## src/sv/cjme_pkg.sv

```systemverilog
// Shared types and constants for the card job machine executor.
package cjme_pkg;

    localparam int MEM_WORDS_DEF   = 100;
    localparam int BLOCK_WORDS_DEF = 10;
    localparam int PTR_W           = 7;
    localparam int CNT_W           = 4;

    localparam logic [2:0] OP_NEW   = 3'd0;
    localparam logic [2:0] OP_PROG  = 3'd1;
    localparam logic [2:0] OP_START = 3'd2;
    localparam logic [2:0] OP_STEP  = 3'd3;
    localparam logic [2:0] OP_DATA  = 3'd4;

    localparam logic [2:0] ST_OK   = 3'd0;
    localparam logic [2:0] ST_NEED = 3'd1;
    localparam logic [2:0] ST_OUT  = 3'd2;
    localparam logic [2:0] ST_HALT = 3'd3;
    localparam logic [2:0] ST_ADDR = 3'd4;
    localparam logic [2:0] ST_NRDY = 3'd5;

    localparam logic [1:0] MODE_IDLE = 2'd0;
    localparam logic [1:0] MODE_RUN  = 2'd1;
    localparam logic [1:0] MODE_WAIT = 2'd2;
    localparam logic [1:0] MODE_HALT = 2'd3;

    localparam logic [7:0] CH_G = 8'h47;
    localparam logic [7:0] CH_P = 8'h50;
    localparam logic [7:0] CH_H = 8'h48;
    localparam logic [7:0] CH_L = 8'h4C;
    localparam logic [7:0] CH_S = 8'h53;
    localparam logic [7:0] CH_C = 8'h43;
    localparam logic [7:0] CH_B = 8'h42;
    localparam logic [7:0] CH_T = 8'h54;
    localparam logic [7:0] CH_R = 8'h52;
    localparam logic [7:0] CH_D = 8'h44;
    localparam logic [7:0] CH_0 = 8'h30;
    localparam logic [7:0] CH_9 = 8'h39;

    typedef struct packed {
        logic [2:0]  opcode;
        logic [31:0] word;
    } t_in;

    typedef struct packed {
        logic [2:0]  status;
        logic [31:0] out_word;
        logic        last;
    } t_out;

endpackage

```

## src/sv/card_job_machine_executor.sv

```systemverilog
// Card job machine executor: word machine with sequencer and two-port word memory.
// Non-step transactions give their result the cycle after acceptance, busy stays low.
// Step: fetch on acceptance, then S_DECODE registers the result; LR and CR via S_EXEC.
// PD: S_PD_RD and S_PD_OUT alternate for each output word, BLOCK_WORDS words in all.
// The registered memory read port sets this sequence; results cannot be stalled by the receiver.
// Reset (synchronous, active low) empties memory by clearing the per-word valid bits.
module card_job_machine_executor
    import cjme_pkg::*;
#(
    parameter int MEM_WORDS   = MEM_WORDS_DEF,
    parameter int BLOCK_WORDS = BLOCK_WORDS_DEF
) (
    input  logic i_clk,
    input  logic i_rst_n,
    input  logic i_start,
    input  t_in  i_item,
    output logic o_busy,
    output logic o_strobe,
    output t_out o_result
);

    localparam int AW = $clog2(MEM_WORDS);
    localparam logic [7:0]       MEM_N    = 8'(MEM_WORDS);
    localparam logic [CNT_W-1:0] BLK_N    = CNT_W'(BLOCK_WORDS);
    localparam logic [CNT_W-1:0] BLK_LAST = CNT_W'(BLOCK_WORDS - 1);

    typedef enum logic [2:0] {
        S_IDLE,
        S_DECODE,
        S_EXEC,
        S_PD_RD,
        S_PD_OUT
    } t_state;

    t_state r_state, n_state;
    logic [1:0]       r_mode, n_mode;
    logic [PTR_W-1:0] r_ic, n_ic;
    logic [31:0]      r_gr, n_gr;
    logic             r_tog, n_tog;
    logic [PTR_W-1:0] r_lp, n_lp;
    logic [PTR_W-1:0] r_db, n_db;
    logic [CNT_W-1:0] r_dc, n_dc;
    logic [PTR_W-1:0] r_base, n_base;
    logic [CNT_W-1:0] r_k, n_k;
    logic             r_is_load, n_is_load;
    logic             r_strobe, n_strobe;
    t_out             r_out, n_out;

    logic [31:0] r_mem [MEM_WORDS];
    logic [MEM_WORDS-1:0] r_valid;
    logic [31:0] r_rd_data;
    logic        r_rd_valid;

    logic          mem_we;
    logic          mem_clr;
    logic [AW-1:0] mem_waddr;
    logic [31:0]   mem_wdata;
    logic [AW-1:0] rd_addr;

    logic [31:0] ir;
    logic [31:0] rd_word;
    logic [7:0]  c0, c1, c2, c3;
    logic        dig2, dig3;
    logic [3:0]  d2, d3;
    logic [PTR_W-1:0] addr2, bbase;
    logic        a2_ok, b_ok;
    logic [7:0]  pd_sum;
    logic [7:0]  dw_addr;
    logic [CNT_W-1:0] dc_inc;

    assign rd_word = r_rd_valid ? r_rd_data : 32'd0;
    assign ir      = rd_word;
    assign c0 = ir[31:24];
    assign c1 = ir[23:16];
    assign c2 = ir[15:8];
    assign c3 = ir[7:0];
    assign dig2 = (c2 >= CH_0) && (c2 <= CH_9);
    assign dig3 = (c3 >= CH_0) && (c3 <= CH_9);
    assign d2 = 4'(c2 - CH_0);
    assign d3 = 4'(c3 - CH_0);
    assign bbase = PTR_W'({3'b0, d2} << 3) + PTR_W'({3'b0, d2} << 1);
    assign addr2 = bbase + PTR_W'(d3);
    assign b_ok  = dig2 && ({1'b0, bbase} < MEM_N);
    assign a2_ok = dig2 && dig3 && ({1'b0, addr2} < MEM_N);
    assign pd_sum  = {1'b0, r_base} + {4'b0, r_k};
    assign dw_addr = {1'b0, r_db} + {4'b0, r_dc};
    assign dc_inc  = r_dc + CNT_W'(1);

    always_comb begin
        n_state   = r_state;
        n_mode    = r_mode;
        n_ic      = r_ic;
        n_gr      = r_gr;
        n_tog     = r_tog;
        n_lp      = r_lp;
        n_db      = r_db;
        n_dc      = r_dc;
        n_base    = r_base;
        n_k       = r_k;
        n_is_load = r_is_load;
        n_strobe  = 1'b0;
        n_out     = '0;
        n_out.last = 1'b1;
        mem_we    = 1'b0;
        mem_clr   = 1'b0;
        mem_waddr = '0;
        mem_wdata = '0;
        rd_addr   = r_ic[AW-1:0];
        case (r_state)
            S_IDLE: begin
                if (i_start) begin
                    n_strobe = 1'b1;
                    n_out.status = ST_OK;
                    case (i_item.opcode)
                        OP_NEW: begin
                            mem_clr = 1'b1;
                            n_mode  = MODE_IDLE;
                            n_ic    = '0;
                            n_gr    = '0;
                            n_tog   = 1'b0;
                            n_lp    = '0;
                            n_db    = '0;
                            n_dc    = '0;
                        end
                        OP_PROG: begin
                            if ({1'b0, r_lp} < MEM_N) begin
                                mem_we    = 1'b1;
                                mem_waddr = r_lp[AW-1:0];
                                mem_wdata = i_item.word;
                                n_lp      = r_lp + PTR_W'(1);
                            end
                        end
                        OP_START: begin
                            n_ic   = '0;
                            n_mode = MODE_RUN;
                        end
                        OP_STEP: begin
                            if (r_mode == MODE_IDLE || r_mode == MODE_HALT) begin
                                n_out.status = ST_NRDY;
                            end else if (r_mode == MODE_WAIT) begin
                                n_out.status = ST_NEED;
                            end else if ({1'b0, r_ic} >= MEM_N) begin
                                n_out.status = ST_ADDR;
                                n_mode       = MODE_HALT;
                            end else begin
                                n_strobe = 1'b0;
                                n_ic     = r_ic + PTR_W'(1);
                                n_state  = S_DECODE;
                            end
                        end
                        OP_DATA: begin
                            if (r_mode != MODE_WAIT) begin
                                n_out.status = ST_NRDY;
                            end else begin
                                if (dw_addr < MEM_N) begin
                                    mem_we    = 1'b1;
                                    mem_waddr = dw_addr[AW-1:0];
                                    mem_wdata = i_item.word;
                                end
                                n_dc = dc_inc;
                                if (dc_inc >= BLK_N) begin
                                    n_mode = MODE_RUN;
                                end
                            end
                        end
                        default: begin
                        end
                    endcase
                end
            end
            S_DECODE: begin
                n_strobe     = 1'b1;
                n_state      = S_IDLE;
                n_out.status = ST_OK;
                rd_addr      = addr2[AW-1:0];
                if (c0 == CH_G && c1 == CH_D) begin
                    if (!b_ok) begin
                        n_out.status = ST_ADDR;
                    end else begin
                        n_db         = bbase;
                        n_dc         = '0;
                        n_mode       = MODE_WAIT;
                        n_out.status = ST_NEED;
                    end
                end else if (c0 == CH_P && c1 == CH_D) begin
                    if (!b_ok) begin
                        n_out.status = ST_ADDR;
                    end else begin
                        n_strobe = 1'b0;
                        n_base   = bbase;
                        n_k      = '0;
                        n_state  = S_PD_RD;
                    end
                end else if (c0 == CH_H) begin
                    n_mode       = MODE_HALT;
                    n_out.status = ST_HALT;
                end else if (c1 == CH_R && (c0 == CH_L || c0 == CH_S || c0 == CH_C)) begin
                    if (!a2_ok) begin
                        n_out.status = ST_ADDR;
                    end else if (c0 == CH_S) begin
                        mem_we    = 1'b1;
                        mem_waddr = addr2[AW-1:0];
                        mem_wdata = r_gr;
                    end else begin
                        n_strobe  = 1'b0;
                        n_is_load = (c0 == CH_L);
                        n_state   = S_EXEC;
                    end
                end else if (c0 == CH_B && c1 == CH_T) begin
                    if (r_tog) begin
                        if (!a2_ok) begin
                            n_out.status = ST_ADDR;
                        end else begin
                            n_ic = addr2;
                        end
                    end
                end
            end
            S_EXEC: begin
                n_strobe     = 1'b1;
                n_state      = S_IDLE;
                n_out.status = ST_OK;
                if (r_is_load) begin
                    n_gr = rd_word;
                end else begin
                    n_tog = (rd_word == r_gr);
                end
            end
            S_PD_RD: begin
                rd_addr = pd_sum[AW-1:0];
                n_state = S_PD_OUT;
            end
            S_PD_OUT: begin
                rd_addr        = pd_sum[AW-1:0];
                n_strobe       = 1'b1;
                n_out.status   = ST_OUT;
                n_out.out_word = (pd_sum < MEM_N) ? rd_word : 32'd0;
                n_out.last     = (r_k == BLK_LAST);
                n_k            = r_k + CNT_W'(1);
                n_state        = (r_k == BLK_LAST) ? S_IDLE : S_PD_RD;
            end
            default: begin
                n_state = S_IDLE;
            end
        endcase
    end

    always_ff @(posedge i_clk) begin
        if (!i_rst_n) begin
            r_state   <= S_IDLE;
            r_mode    <= MODE_IDLE;
            r_ic      <= '0;
            r_gr      <= '0;
            r_tog     <= 1'b0;
            r_lp      <= '0;
            r_db      <= '0;
            r_dc      <= '0;
            r_base    <= '0;
            r_k       <= '0;
            r_is_load <= 1'b0;
            r_strobe  <= 1'b0;
            r_out     <= '0;
        end else begin
            r_state   <= n_state;
            r_mode    <= n_mode;
            r_ic      <= n_ic;
            r_gr      <= n_gr;
            r_tog     <= n_tog;
            r_lp      <= n_lp;
            r_db      <= n_db;
            r_dc      <= n_dc;
            r_base    <= n_base;
            r_k       <= n_k;
            r_is_load <= n_is_load;
            r_strobe  <= n_strobe;
            r_out     <= n_out;
        end
    end

    // word memory, one write and one registered read per cycle
    always_ff @(posedge i_clk) begin
        if (mem_we) begin
            r_mem[mem_waddr] <= mem_wdata;
        end
        r_rd_data <= r_mem[rd_addr];
    end

    // per-word valid bits; an unwritten word reads as zero
    always_ff @(posedge i_clk) begin
        if (!i_rst_n || mem_clr) begin
            r_valid    <= '0;
            r_rd_valid <= 1'b0;
        end else begin
            if (mem_we) begin
                r_valid[mem_waddr] <= 1'b1;
            end
            r_rd_valid <= r_valid[rd_addr];
        end
    end

    assign o_busy   = (r_state != S_IDLE);
    assign o_strobe = r_strobe;
    assign o_result = r_out;

    a_status_range: assert property (@(posedge i_clk) disable iff (!i_rst_n)
        o_strobe |-> (o_result.status <= ST_NRDY))
        else $error("status code out of range");

    a_word_only_pd: assert property (@(posedge i_clk) disable iff (!i_rst_n)
        (o_strobe && o_result.status != ST_OUT) |-> (o_result.out_word == 32'd0))
        else $error("nonzero word outside PD");

    a_pd_emits: assert property (@(posedge i_clk) disable iff (!i_rst_n)
        (r_state == S_PD_OUT) |=> (o_strobe && o_result.status == ST_OUT))
        else $error("PD word not emitted");

    a_simple_done: assert property (@(posedge i_clk) disable iff (!i_rst_n)
        (i_start && !o_busy && i_item.opcode != OP_STEP) |=> (o_strobe && o_result.last))
        else $error("transaction without final result");

endmodule

```

## config.mk

```make
export PLATFORM = sky130hd
export DESIGN_NAME = card_job_machine_executor
export DESIGN_NICKNAME = d
export VERILOG_FILES = /design/src/sv/cjme_pkg.sv /design/src/sv/card_job_machine_executor.sv
export SDC_FILE = /design/constraint.sdc
export NUM_CORES = 2
export LEC_CHECK = 0
export ABC_AREA = 1
export BUFFER_PORTS_ARGS = -buffer_cell sky130_fd_sc_hd__clkbuf_2
export CORE_ASPECT_RATIO = 1.1
export CORE_MARGIN = 2
export CORE_UTILIZATION = 30
export DETAILED_ROUTE_END_ITERATION = 16
export GPL_ROUTABILITY_DRIVEN = 0
export PLACE_DENSITY = 0.41
export SYNTH_ARGS = -nofsm -noshare
export SYNTH_HDL_FRONTEND = slang
export SYNTH_SLANG_ARGS = --single-unit
```

## constraint.sdc

```tcl
create_clock -name i_clk -period 19 [get_ports i_clk]
set_input_delay 1.9 -clock i_clk [delete_from_list [all_inputs] [get_ports i_clk]]
set_output_delay 1.9 -clock i_clk [all_outputs]
set_load 0.1 [all_outputs]
```

==> qor.log <==
[floorplan] area of the die 479800 µm²
[power_and_ir_drop] maximum vdd ir drop 71.17 µV
[drt] average wire per standard cell 29.24 µm
[critical_path] startpoint types flip-flop
[yosys] cell accounting for the most synthesized area sky130_fd_sc_hd__edfxtp_1
[status] outcome completed
[yosys] Synth cell types 60
[critical_path] top fanout value on the critical path 58
[drt] post-detailed-routing wire length 540.2 mm
[hold_path] Worst Hold Depth 2
[yosys] post-synthesis cell area 142300 µm²
[clocking] root buffer cell sky130_fd_sc_hd__clkbuf_16
[yosys] portion of the post-synthesis area used by sequential elements 0.7095
[yosys] asr flop ratio synth 0
[timing] Achievable Freq 127.5 MHz
[yosys] Post-Synthesis Net Count 11930
[global_routing] global-route wire length before repair 746.9 mm
[placement] quantity of I/O buffers inserted on ports 75
[floorplan] number of top-level pins 76
[clocking] worst skew pair latency 1.01 ns
[yosys] number of flip-flops and latches in the synthesized netlist 3443
[clocking] hold buffer count at cts 0
[timing] number of pins with negative max-slew slack in the final report 0
[critical_path] slack of the worst reg-to-reg path 11.16 ns
[yosys] number of enable flip-flop cells after synthesis 3200
[clocking] Num Clock Sinks 3443
[yosys] most used flip-flop cell after synthesis sky130_fd_sc_hd__edfxtp_1
[yosys] total number of yosys warnings 0
[run] max capacitance violation total 0
[yosys] mean post-synth cell area 11.99 µm²
[yosys] top-area cell type share of the netlist area 0.6753
[floorplan] CORE AREA 472800 µm²
[hold_path] endpoint of the worst hold path r_valid[58]
[drt] antenna viol nets, final 0
[global_routing] pin count of the biggest net entering global routing 166
[power_and_ir_drop] Pwr Total 0.01704 W
[drt] DRC viols 0
[placement] DP Wirelength 308.9 mm
[power_and_ir_drop] P per Cell Area 104.5 nW/µm²
[clocking] Resized Gates After CTS 0
[drt] detail-routed via count per cell 5.151
[critical_path] Arrival @ worst endpoint 8.75 ns
[floorplan] die outline height 726.3 µm
[critical_path] classification of the worst setup path flip-flop to flip-flop
[layout] net count reported at finish 11930
[timing] Worst Tran Pin Value 1.458 ns
[drt] initial DRC count 9729
[global_routing] remaining global-route overflow 0
[timing] RSZ-0062 raised after global routing no
[timing] fin crit period 7.842 ns
[clocking] Setup Fix Bufs, Post-CTS 0
[yosys] Commonest cells post-synth 3200 x sky130_fd_sc_hd__edfxtp_1, 2077 x sky130_fd_sc_hd__nand2_1, 1108 x sky130_fd_sc_hd__o211ai_1, 1031 x sky130_fd_sc_hd__inv_1, 957 x sky130_fd_sc_hd__nand3_1
[critical_path] crit path capture type flip-flop
[hold_path] Hold Crit Start r_valid[58]
[yosys] synth top area cells sky130_fd_sc_hd__edfxtp_1 68%, sky130_fd_sc_hd__o211ai_1 5.8%, sky130_fd_sc_hd__nand2_1 5.5%, sky130_fd_sc_hd__dfxtp_1 3.4%, sky130_fd_sc_hd__nand3_1 3.4%
[layout] Filler cells 46470
[timing] count of final setup violators 0
[timing] final period utilization 0.4127
[yosys] most numerous cell in the Yosys netlist sky130_fd_sc_hd__edfxtp_1
[global_routing] number of global-route vias before repair 92310
[critical_path] r2r worst-path depth 24
[global_routing] initial antenna violation count 46
[clocking] TritonCTS buffer count 382
[floorplan] width of the die 660.6 µm
[timing] Fin. Hold Viols 0
[critical_path] worst flop-to-flop path startpoint r_state[0]
[timing] Worst Skew 0.09715 ns
[layout] area added between synthesis and finish 14.56%
[critical_path] endpoint of the most critical register-to-register path r_rd_data[6]
[floorplan] standard-cell rows 265
[clocking] CTS tree done
[clocking] clk buf depth 4
[clocking] level count of the clock H-tree 5
[global_routing] Total Routing Usage GR 0.2192
[floorplan] initial core utilization 0.3009
[hold_path] class of the most critical hold timing path flip-flop to flip-flop
[critical_path] Required @ worst endpoint 19.91 ns
[power_and_ir_drop] leakage power 55.67 nW
[timing] headroom to the max-slew limit 0.02072
[drt] detailed-route via count 95160
[drt] Detailed Routing Iterations Pass 1 6
[timing] final total negative setup slack 0 ns
[layout] fraction of layout cells with a size suffix above 1 0.1333
[yosys] Post-Syn Instances 11870
[clocking] clock-pin slew reported for the worst setup and hold paths after clock tree synthesis 0.06 ns
[timing] Min Hold Slack 0.4485 ns
## area by class of cell
type                       instances  area, µm²  area share
inverter                        1054       3980     0.02442
timing repair buffer             373       2800     0.01718
clock inverter                   219       1948     0.01195
multi-input combinational       6615      35280      0.2164
tap                             6274       7850     0.04816
clock buffer                     485      10170     0.06237
antenna                           10      25.02   0.0001535
sequential                      3443     101000      0.6193
## metrics by stage
stage	utilization	instance area (µm²)	setup slack (ns)	std cells
4_1_cts	0.3447	163000	11.13	18460
5_1_grt	0.3447	163000	10.76	18460
6_report	0.3448	163000	11.16	18470
3_3_place_gp	0.3191	150900	11.08	17760
2_1_floorplan	-	142300	11.35	11870
3_5_place_dp	0.3191	150900	11.16	17760
## critical path: stages, from the launching register on
cell	delay, ns
sky130_fd_sc_hd__dfxtp_1	0.33
sky130_fd_sc_hd__inv_1	0.07
sky130_fd_sc_hd__nor2_1	0.13
sky130_fd_sc_hd__nand2_1	0.53
sky130_fd_sc_hd__inv_2	0.60
sky130_fd_sc_hd__nand2_1	0.33
sky130_fd_sc_hd__nand3_4	0.62
sky130_fd_sc_hd__buf_4	0.62
sky130_fd_sc_hd__buf_4	0.58
sky130_fd_sc_hd__buf_4	0.75
sky130_fd_sc_hd__buf_4	0.55
sky130_fd_sc_hd__buf_4	0.66
sky130_fd_sc_hd__buf_4	0.56
sky130_fd_sc_hd__nand3_1	0.14
sky130_fd_sc_hd__nand2_1	0.09
sky130_fd_sc_hd__nand2_1	0.05
sky130_fd_sc_hd__nand2_1	0.10
sky130_fd_sc_hd__nand2_1	0.05
sky130_fd_sc_hd__nand2_1	0.09
sky130_fd_sc_hd__nand2_1	0.06
sky130_fd_sc_hd__nand2_1	0.14
sky130_fd_sc_hd__nand2_1	0.12
sky130_fd_sc_hd__nand2_1	0.12
sky130_fd_sc_hd__nand2_1	0.06
sky130_fd_sc_hd__nand2_1	0.09
## flip-flops by register name, indices dropped and copies added, names as in the netlist, 7 cells and up
| name | flops |
|---|---|
| r_valid | 100 |
| o_result | 36 |
| r_gr | 32 |
| r_rd_data | 32 |
| r_mem | 3200 |
| r_lp | 7 |
| r_ic | 7 |
## worst max path at each step
stage                          start  slack (ns)           end  depth (start not counted)
after global routing      r_state[0]       10.76  r_rd_data[6]                         24
final                     r_state[0]       11.16  r_rd_data[6]                         24
after floorplan           r_rd_valid       11.35   r_mem[0][0]                         21
after global placement    r_state[0]       11.08  r_rd_data[6]                         24
after detailed placement  r_state[0]       11.16  r_rd_data[6]                         24
after CTS                 r_state[0]       11.13  r_rd_data[6]                         24
## logic make-up (layout without fill, tap and decap cells)
group | Yosys count | count (layout) | synth area share
xor gates and xnor gates | 21 | 21 | 0.001293
other | 0 | 10 | 0
DFF | 3443 | 3443 | 0.7095
and+or+nand+nor | 4318 | 4318 | 0.1335
adders and majority gates | 22 | 22 | 0.002040
buffers and inverters | 1807 | 2131 | 0.05070
AOI/OAI and AO/OA | 2254 | 2254 | 0.1029
## layer usage
layer	vias up	wire length (µm)	share of wire	track usage
met1	48910	235200	0.44	0.2992
met5	-	63	0.00012	0
li1	42400	-	-	-
met4	8	19900	0.037	0.07230
met2	3142	255300	0.47	0.3628
met3	688	29800	0.055	0.02488
## cells in the final DEF, fill, tap and decap left out, types with 37 or more instances in the layout
| cell type | n |
|---|---|
| sky130_fd_sc_hd__dfxtp_1 | 242 |
| sky130_fd_sc_hd__o211ai_1 | 1108 |
| sky130_fd_sc_hd__a21oi_1 | 395 |
| sky130_fd_sc_hd__clkbuf_16 | 388 |
| sky130_fd_sc_hd__a211oi_1 | 37 |
| sky130_fd_sc_hd__or2_2 | 498 |
| sky130_fd_sc_hd__o22ai_1 | 84 |
| sky130_fd_sc_hd__buf_4 | 283 |
| sky130_fd_sc_hd__o21ai_0 | 468 |
| sky130_fd_sc_hd__nor2_4 | 97 |
| sky130_fd_sc_hd__clkbuf_1 | 87 |
| sky130_fd_sc_hd__o32ai_1 | 44 |
| sky130_fd_sc_hd__nor2_1 | 561 |
| sky130_fd_sc_hd__nand3_1 | 954 |
| sky130_fd_sc_hd__clkinv_2 | 68 |
| sky130_fd_sc_hd__clkinv_1 | 106 |
| sky130_fd_sc_hd__edfxtp_1 | 3200 |
| sky130_fd_sc_hd__inv_1 | 1020 |
| sky130_fd_sc_hd__clkbuf_2 | 75 |
| sky130_fd_sc_hd__nand2_1 | 2070 |
## power breakdown
part	total, W	internal (W)	switching (W)	leakage [nW]
registers	0.00832	0.00823	0.0000922	31.2
clock network	0.00734	0.00420	0.00315	5.92
logic	0.00138	0.000321	0.00106	18.5
No activity file was read; power rests on OpenSTA's default activity.
